**config.mk**
```make
export PLATFORM = sky130hd
export DESIGN_NAME = char_stream_tokenizer_flat
export DESIGN_NICKNAME = d
export VERILOG_FILES = /design/src/cst_pkg.sv /design/src/cst_if.sv /design/src/cst_lexer.sv /design/src/cst_queue.sv /design/src/char_stream_tokenizer.sv /design/src/flat_wrapper.sv
export SDC_FILE = /design/constraint.sdc
export NUM_CORES = 1
export LEC_CHECK = 0
export ABC_AREA = 1
export ABC_CLOCK_PERIOD_IN_PS = 9200
export BUFFER_PORTS_ARGS = -buffer_cell sky130_fd_sc_hd__buf_4
export CORE_AREA = 2 2 128 130
export DETAILED_ROUTE_END_ITERATION = 8
export DIE_AREA = 0 0 130 132
export PLACE_DENSITY = 0.67
export SKIP_CTS_REPAIR_TIMING = 1
export SLEW_MARGIN = 20
export SYNTH_ARGS = -nofsm -noshare
export SYNTH_HDL_FRONTEND = slang
export SYNTH_SLANG_ARGS = --single-unit
```
**constraint.sdc**
```tcl
create_clock -name clock -period 9.2 [get_ports clock]
set_input_delay 1.38 -clock clock [delete_from_list [all_inputs] [get_ports clock]]
set_output_delay 1.38 -clock clock [all_outputs]
set_load 0.01 [all_outputs]
```
**src/cst_pkg.sv**
```systemverilog
package cst_pkg;

   // token kinds
   localparam logic [1:0] KIND_WORD   = 2'd0;
   localparam logic [1:0] KIND_SINGLE = 2'd1;
   localparam logic [1:0] KIND_PAIR   = 2'd2;

   localparam logic [7:0] CH_NUL   = 8'h00;
   localparam logic [7:0] CH_TAB   = 8'h09;
   localparam logic [7:0] CH_NL    = 8'h0A;
   localparam logic [7:0] CH_SPACE = 8'h20;
   localparam logic [7:0] CH_COLON = 8'h3A;
   localparam logic [7:0] CH_EQ    = 8'h3D;
   localparam logic [7:0] CH_LT    = 8'h3C;
   localparam logic [7:0] CH_GT    = 8'h3E;
   localparam logic [7:0] CH_DOT   = 8'h2E;

   // one result without its line number
   typedef struct packed {
      logic       valid;
      logic [7:0] token_char;
      logic       token_first;
      logic       token_last;
      logic [1:0] token_kind;
      logic       run_last;
   } cst_tok_type;

   function automatic logic is_space(input logic [7:0] c);
      return (c == CH_SPACE) || (c == CH_NL) || (c == CH_TAB) || (c == CH_NUL);
   endfunction

   function automatic logic is_delim(input logic [7:0] c);
      logic r;
      case (c)
         8'h3B, 8'h2C, 8'h2E, 8'h3A, 8'h22,
         8'h2B, 8'h2D, 8'h2A, 8'h2F, 8'h3D,
         8'h3E, 8'h3C, 8'h5B, 8'h5D, 8'h28, 8'h29: r = 1'b1;
         default: r = 1'b0;
      endcase
      return r;
   endfunction

   function automatic logic starts_pair(input logic [7:0] c);
      return (c == CH_COLON) || (c == CH_LT) || (c == CH_GT) || (c == CH_DOT);
   endfunction

   function automatic logic makes_pair(input logic [7:0] a, input logic [7:0] b);
      return ((a == CH_COLON) && (b == CH_EQ)) || ((a == CH_LT) && (b == CH_EQ)) ||
             ((a == CH_LT) && (b == CH_GT)) || ((a == CH_GT) && (b == CH_EQ)) ||
             ((a == CH_DOT) && (b == CH_DOT));
   endfunction

endpackage

```
**src/cst_if.sv**
```systemverilog
interface cst_req_if (input logic clock);
   logic       valid;
   logic       ready;
   logic [7:0] in_char;
   logic       end_of_file;

   modport source (output valid, output in_char, output end_of_file, input ready);
   modport sink   (input valid, input in_char, input end_of_file, output ready);
endinterface

interface cst_rsp_if #(parameter int LINE_BITS = 16) (input logic clock);
   logic                 valid;
   logic                 ready;
   logic [7:0]           token_char;
   logic                 token_first;
   logic                 token_last;
   logic [1:0]           token_kind;
   logic [LINE_BITS-1:0] line_number;
   logic                 run_last;

   modport source (output valid, output token_char, output token_first,
                   output token_last, output token_kind, output line_number,
                   output run_last, input ready);
   modport sink   (input valid, input token_char, input token_first,
                   input token_last, input token_kind, input line_number,
                   input run_last, output ready);
endinterface

```
**src/cst_lexer.sv**
```systemverilog
module cst_lexer #(
   parameter int LINE_BITS = 16
) (
   input  logic                  clock,
   input  logic                  reset,
   input  logic                  accept,
   input  logic [7:0]            in_char,
   input  logic                  end_of_file,
   output cst_pkg::cst_tok_type  tok_a,
   output cst_pkg::cst_tok_type  tok_b,
   output logic [LINE_BITS-1:0]  line_now
);
   import cst_pkg::*;

   localparam logic [LINE_BITS-1:0] LINE_MAX = '1;
   localparam logic [LINE_BITS-1:0] LINE_ONE = LINE_BITS'(1);

   logic [7:0]           held_char_ff, held_char_in;
   logic                 held_valid_ff, held_valid_in;
   logic                 held_first_ff, held_first_in;
   logic [7:0]           pend_char_ff, pend_char_in;
   logic                 pend_valid_ff, pend_valid_in;
   logic [LINE_BITS-1:0] line_ff, line_in;

   logic b_space, b_delim, b_word, pair, fresh, fresh_emit;

   always_comb begin
      b_space    = is_space(in_char);
      b_delim    = is_delim(in_char);
      b_word     = !b_space && !b_delim;
      pair       = !end_of_file && !held_valid_ff && pend_valid_ff &&
                   makes_pair(pend_char_ff, in_char);
      fresh      = !end_of_file && !(held_valid_ff && b_word) && !pair;
      fresh_emit = fresh && b_delim && !starts_pair(in_char);

      // tok_b is the result from the incoming byte, tok_a the one from what was held or pending
      tok_b.valid       = pair || fresh_emit;
      tok_b.token_char  = in_char;
      tok_b.token_first = !pair;
      tok_b.token_last  = 1'b1;
      tok_b.token_kind  = pair ? KIND_PAIR : KIND_SINGLE;
      tok_b.run_last    = 1'b1;

      tok_a.valid       = held_valid_ff || pend_valid_ff;
      tok_a.token_char  = held_valid_ff ? held_char_ff : pend_char_ff;
      tok_a.token_first = held_valid_ff ? held_first_ff : 1'b1;
      tok_a.token_last  = held_valid_ff ? (end_of_file || !b_word) : !pair;
      tok_a.token_kind  = held_valid_ff ? KIND_WORD : (pair ? KIND_PAIR : KIND_SINGLE);
      tok_a.run_last    = !tok_b.valid;

      line_now = line_ff;

      held_char_in  = held_char_ff;
      held_valid_in = held_valid_ff;
      held_first_in = held_first_ff;
      pend_char_in  = pend_char_ff;
      pend_valid_in = pend_valid_ff;
      line_in       = line_ff;

      if (end_of_file) begin
         held_char_in  = '0;
         held_valid_in = 1'b0;
         held_first_in = 1'b0;
         pend_char_in  = '0;
         pend_valid_in = 1'b0;
         line_in       = LINE_ONE;
      end else if (held_valid_ff && b_word) begin
         // extend the word
         held_char_in  = in_char;
         held_first_in = 1'b0;
      end else if (pair) begin
         pend_valid_in = 1'b0;
      end else begin
         held_valid_in = b_word;
         held_first_in = b_word;
         if (b_word) held_char_in = in_char;
         pend_valid_in = b_delim && starts_pair(in_char);
         if (b_delim && starts_pair(in_char)) pend_char_in = in_char;
         if ((in_char == CH_NL) && (line_ff != LINE_MAX)) line_in = line_ff + LINE_ONE;
      end
   end

   always_ff @(posedge clock) begin
      if (reset) begin
         held_char_ff  <= '0;
         held_valid_ff <= 1'b0;
         held_first_ff <= 1'b0;
         pend_char_ff  <= '0;
         pend_valid_ff <= 1'b0;
         line_ff       <= LINE_ONE;
      end else if (accept) begin
         held_char_ff  <= held_char_in;
         held_valid_ff <= held_valid_in;
         held_first_ff <= held_first_in;
         pend_char_ff  <= pend_char_in;
         pend_valid_ff <= pend_valid_in;
         line_ff       <= line_in;
      end
   end

endmodule

```
**src/cst_queue.sv**
```systemverilog
module cst_queue #(
   parameter int LINE_BITS = 16
) (
   input  logic                 clock,
   input  logic                 reset,
   input  logic                 push,
   input  cst_pkg::cst_tok_type tok_a,
   input  cst_pkg::cst_tok_type tok_b,
   input  logic [LINE_BITS-1:0] line_now,
   output logic                 has_room,
   cst_rsp_if.source            rsp_if
);
   import cst_pkg::*;

   localparam int DEPTH = 4;

   cst_tok_type          tok_ff  [DEPTH];
   logic [LINE_BITS-1:0] line_ff [DEPTH];
   logic [1:0]           head_ff, head_in;
   logic [1:0]           tail_ff, tail_in;
   logic [2:0]           count_ff, count_in;
   logic                 push_a, push_b, pop;
   logic [1:0]           slot_b;

   always_comb begin
      push_a   = push && tok_a.valid;
      push_b   = push && tok_b.valid;
      pop      = rsp_if.valid && rsp_if.ready;
      slot_b   = tail_ff + {1'b0, push_a};
      tail_in  = slot_b + {1'b0, push_b};
      head_in  = head_ff + {1'b0, pop};
      count_in = count_ff + {2'b00, push_a} + {2'b00, push_b} - {2'b00, pop};
      has_room = count_ff <= 3'd2;
   end

   always_ff @(posedge clock) begin
      if (reset) begin
         head_ff  <= '0;
         tail_ff  <= '0;
         count_ff <= '0;
      end else begin
         head_ff  <= head_in;
         tail_ff  <= tail_in;
         count_ff <= count_in;
      end
      if (push_a) begin
         tok_ff[tail_ff]  <= tok_a;
         line_ff[tail_ff] <= line_now;
      end
      if (push_b) begin
         tok_ff[slot_b]  <= tok_b;
         line_ff[slot_b] <= line_now;
      end
   end

   assign rsp_if.valid       = count_ff != 3'd0;
   assign rsp_if.token_char  = tok_ff[head_ff].token_char;
   assign rsp_if.token_first = tok_ff[head_ff].token_first;
   assign rsp_if.token_last  = tok_ff[head_ff].token_last;
   assign rsp_if.token_kind  = tok_ff[head_ff].token_kind;
   assign rsp_if.run_last    = tok_ff[head_ff].run_last;
   assign rsp_if.line_number = line_ff[head_ff];

endmodule

```
**src/char_stream_tokenizer.sv**
```systemverilog
// A result is queued as its item is taken and offered on rsp from the queue head.
// One item per cycle while req ready is high; an item giving a two-character operator
// puts two results into the four-entry result queue, which drains one result per cycle
// while rsp ready is high. req ready is high while the queue holds two results or fewer.
// Reset (synchronous, active high): empty the queue, drop held word and pending
// delimiter, line count back to one.
module char_stream_tokenizer #(
   parameter int LINE_BITS = 16
) (
   input  logic       clock,
   input  logic       reset,
   cst_req_if.sink    req_if,
   cst_rsp_if.source  rsp_if
);
   import cst_pkg::*;

   cst_tok_type          tok_a;
   cst_tok_type          tok_b;
   logic [LINE_BITS-1:0] line_now;
   logic                 has_room;
   logic                 accept;

   // take an item only when both possible results fit in the queue
   assign req_if.ready = has_room;
   assign accept       = req_if.valid && has_room;

   // classify the byte against the held word / pending delimiter, advance state
   cst_lexer #(.LINE_BITS(LINE_BITS)) u_lexer (
      .clock       (clock),
      .reset       (reset),
      .accept      (accept),
      .in_char     (req_if.in_char),
      .end_of_file (req_if.end_of_file),
      .tok_a       (tok_a),
      .tok_b       (tok_b),
      .line_now    (line_now)
   );

   // hold results until the sink takes them, one result per handshake
   cst_queue #(.LINE_BITS(LINE_BITS)) u_queue (
      .clock    (clock),
      .reset    (reset),
      .push     (accept),
      .tok_a    (tok_a),
      .tok_b    (tok_b),
      .line_now (line_now),
      .has_room (has_room),
      .rsp_if   (rsp_if)
   );

endmodule

```
**src/flat_wrapper.sv**
```systemverilog
// flat-port wrapper written by rule: the top's interface ports become plain ports
module char_stream_tokenizer_flat import cst_pkg::*;
#(
   parameter int LINE_BITS = 16
)
  (clock, reset, req_if_valid, req_if_in_char, req_if_end_of_file, req_if_ready, rsp_if_valid, rsp_if_token_char, rsp_if_token_first, rsp_if_token_last, rsp_if_token_kind, rsp_if_line_number, rsp_if_run_last, rsp_if_ready);
  cst_req_if req_if_i (.clock(clock));
  cst_rsp_if #(.LINE_BITS(LINE_BITS)) rsp_if_i (.clock(clock));
  input  logic clock;
  input  logic reset;
  input wire logic [$bits(req_if_i.valid)-1:0] req_if_valid;
  input wire logic [$bits(req_if_i.in_char)-1:0] req_if_in_char;
  input wire logic [$bits(req_if_i.end_of_file)-1:0] req_if_end_of_file;
  output wire logic [$bits(req_if_i.ready)-1:0] req_if_ready;
  output wire logic [$bits(rsp_if_i.valid)-1:0] rsp_if_valid;
  output wire logic [$bits(rsp_if_i.token_char)-1:0] rsp_if_token_char;
  output wire logic [$bits(rsp_if_i.token_first)-1:0] rsp_if_token_first;
  output wire logic [$bits(rsp_if_i.token_last)-1:0] rsp_if_token_last;
  output wire logic [$bits(rsp_if_i.token_kind)-1:0] rsp_if_token_kind;
  output wire logic [$bits(rsp_if_i.line_number)-1:0] rsp_if_line_number;
  output wire logic [$bits(rsp_if_i.run_last)-1:0] rsp_if_run_last;
  input wire logic [$bits(rsp_if_i.ready)-1:0] rsp_if_ready;
  assign req_if_i.valid = req_if_valid;
  assign req_if_i.in_char = req_if_in_char;
  assign req_if_i.end_of_file = req_if_end_of_file;
  assign req_if_ready = req_if_i.ready;
  assign rsp_if_valid = rsp_if_i.valid;
  assign rsp_if_token_char = rsp_if_i.token_char;
  assign rsp_if_token_first = rsp_if_i.token_first;
  assign rsp_if_token_last = rsp_if_i.token_last;
  assign rsp_if_token_kind = rsp_if_i.token_kind;
  assign rsp_if_line_number = rsp_if_i.line_number;
  assign rsp_if_run_last = rsp_if_i.run_last;
  assign rsp_if_i.ready = rsp_if_ready;
  char_stream_tokenizer #(.LINE_BITS(LINE_BITS)) u_core (.clock(clock), .reset(reset), .req_if(req_if_i), .rsp_if(rsp_if_i));
endmodule
```
==> impl_metrics.ini <==
[global_route]
grt_pass1_wl_mm = 29.7
grt_pass1_vias = 5492
track_usage_pct = 22.7
antenna_found_initial = 0
grt_overflow_total = 0
grt_max_degree = 61

[power_and_ir_drop]
combinationalPowerShare_pct = 26.3
clock_power_share_pct = 34.6
ir_drop_mv = 0.165
power.density_nw_per_um2 = 243
swShare_pct = 32.4
internal_power_mw = 1.45
power.total_mw = 2.14
p_sw_mw = 0.693
seqPwrFrac_pct = 39.1
power.leakage_nw = 3.23

[cells_and_area]
stdcell_count = 1128
layout_commonest_cell = nor2_1
diodes = 0
nNetsFinal = 920
layout_common_cells = 169 x nor2_1, 149 x nand2_1, 108 x edfxtp_1, 79 x o21ai_0, 55 x inv_1
drive_above_1_share_pct = 13.6
synthToLayoutAreaGrowth_pct = 13.0
fillers = 1407

[floorplan]
die-width_um = 130
rows = 46
start_util_pct = 49.5
die_h_um = 132
dieArea_um2 = 17200
ios = 44
core_um2 = 15700

[synth]
synth-compound-area-share_pct = 13.5
async_reset_ff_share_pct = 0
muxShareOfSynthArea_pct = 0
synth_edf_count = 108
synthFlopType = edfxtp_1
synth_area_um2 = 7780
synth_top_family_by_area = simple AND/OR/NAND/NOR gates
syn_inst = 873
yosysSeqAreaShare_pct = 54.6
syn_avg_cell_area_um2 = 8.91
synth_fa_ha_area_share_pct = 1.48
ys_ff_latch = 158
synthSimpleGateAreaFrac_pct = 22.1
synth_warnings = 0
ys_types = 42
postSynthNetCount = 894
synth_xor_area_share_pct = 1.69

[sta]
post-route-min-period_ps = 4060
relSlewSlack_pct = 39.9
worstMarginPinSlew_ps = 901
rsz0062_at_grt = no
fin_skew_ps = 6.43
drv_slew = 0
period_share_pct = 44.2
hold_violations = 0
fmax_mhz = 246
setup_violations = 0
tns_ps = 0

[detailed_routing]
drc = 0
wl_per_cell_um = 16.5
firstDrtPassIters = 5
drt_iter0_markers = 439
routed_wl_mm = 18.7
vias = 6094
via_per_inst = 5.40
ant_nets = 0

[placed_design]
hpwl_mm = 12.5
gp_congestion = 0.903
portBuffers = 43
dp.cells = 1096

[clock_tree]
h-tree-depth = 4
cts_tree = done
cts_made_buffers = 17
cts_root_buf = clkbuf_16
clk_path_buf_depth = 2
clk_pin_slew_ps = 60
worst_skew_pair.late_latency_ps = 430
cts_sinks = 158

[setup_path]
worst_ep_required_time_ps = 7820
arrival_ps = 2680
critPathCaptureType = primary output
crit_type = reg2out
critical_path_peak_fanout = 60
cp-start-kind = flip-flop
timing.reg2reg.worst_path_depth = 12

[run]
maxCapViolations = 0

[hold_path]
hold-path-cell-count = 2
hp-class = reg2reg

[outcome]
status = completed
## registers in the layout, summed over array words and instances (netlist names)
register                      count
u_core.u_queue.line_ff           64
u_core.u_queue.tok_ff            52
u_core.u_lexer.line_now          16
u_core.u_lexer.held_char_ff       8
u_core.u_lexer.pend_char_ff       8
u_core.u_queue.count_ff           3
u_core.u_queue.head_ff            2
u_core.u_queue.tail_ff            2
u_core.u_lexer.held_first_ff      1
u_core.u_lexer.held_valid_ff      1
u_core.u_lexer.pend_valid_ff      1
## through the flow
step                setup slack [ps]  hold slack, ps  utilization [%]  area (µm²)
floorplan                       5630             429                -        7780
global placement                5140             443             51.9        8160
detailed placement              5090             447             51.9        8160
CTS                             5140             457             55.9        8790
global route                    4950             479             55.9        8790
finish                          5140             452             55.9        8790
## layer usage
metal  part of all wire, %  vias up  wire (µm)  GRT usage, %
met3                   6.2       23       1150          5.15
met2                    46      196       8510          34.2
met5                     0        -          0             0
met4                   1.1        0        214          6.09
met1                    47     2867       8780          33.2
li1                      -     3008          -             -
## synthesized netlist by cell type, types with 4 or more instances
master | count | area (µm²)
buf_6 | 12 | 135
a21oi_1 | 30 | 150
o21ai_1 | 25 | 125
ha_1 | 6 | 75.1
nand2_4 | 5 | 56.3
o21ai_0 | 79 | 395
nand3_1 | 49 | 245
nand2_1 | 149 | 559
a21oi_2 | 5 | 43.8
nor2_1 | 169 | 634
dfxtp_1 | 50 | 1000
nand4_1 | 4 | 25.0
inv_1 | 55 | 206
xor2_1 | 12 | 105
buf_2 | 6 | 30.0
nand3_4 | 5 | 87.6
o22ai_1 | 30 | 188
nor3_1 | 4 | 20.0
inv_2 | 4 | 15.0
edfxtp_1 | 108 | 3240
nand2_2 | 4 | 25.0
inv_4 | 4 | 25.0
clkbuf_1 | 23 | 86.3
o21ai_2 | 7 | 61.3
o211ai_1 | 5 | 37.5
## critical path: stages (launching register included)
cell	delay (ps)
dfxtp_2	310
buf_4	470
inv_1	490
buf_4	400
o21ai_0	280
o22ai_1	100
buf_4	150
## logic make-up (layout without fill, tap and decap cells)
family	count (synthesis)	in the layout
simple gates	398	398
compound gates	186	186
flops	158	158
buf+inv	108	147
xor+xnor	15	15
fa+ha+maj	8	8
## power by group through the flow
| stage | sequential [mW] | combinational (mW) | clock, mW |
|---|---|---|---|
| 3_3_place_gp | 0.851 | 0.561 | 0 |
| 3_5_place_dp | 0.852 | 0.564 | 0 |
| 5_1_grt | 0.843 | 0.626 | 0.782 |
| 4_1_cts | 0.837 | 0.566 | 0.751 |
| 6_report | 0.837 | 0.562 | 0.739 |
| 2_1_floorplan | 0.841 | 0.376 | 0 |
## path summary, 6_finish.rpt
check	start	endpoint	slack, ps
setup / recovery	u_core.u_queue.head_ff[0]$_SDFF_PP0_	rsp_if_line_number[11]	5140
hold / removal	u_core.u_lexer.held_char_ff[5]$_SDFFE_PP0P_	u_core.u_lexer.held_char_ff[5]$_SDFFE_PP0P_	450
setup reg to reg	u_core.u_queue.count_ff[1]$_SDFF_PP0_	u_core.u_queue.line_ff[0][3]$_DFFE_PP_	5750
hold reg to reg	u_core.u_lexer.held_char_ff[5]$_SDFFE_PP0P_	u_core.u_lexer.held_char_ff[5]$_SDFFE_PP0P_	450
## final cells by class
class | count | area, µm² | area share (%)
timing repair buffer | 50 | 375 | 4.27
inverter | 65 | 259 | 2.95
tap | 216 | 270 | 3.08
clock buffer | 17 | 425 | 4.84
sequential | 158 | 4250 | 48.3
clock inverter | 15 | 200 | 2.28
multi-input combinational | 607 | 3010 | 34.3
(Power assumes the default switching activity.)
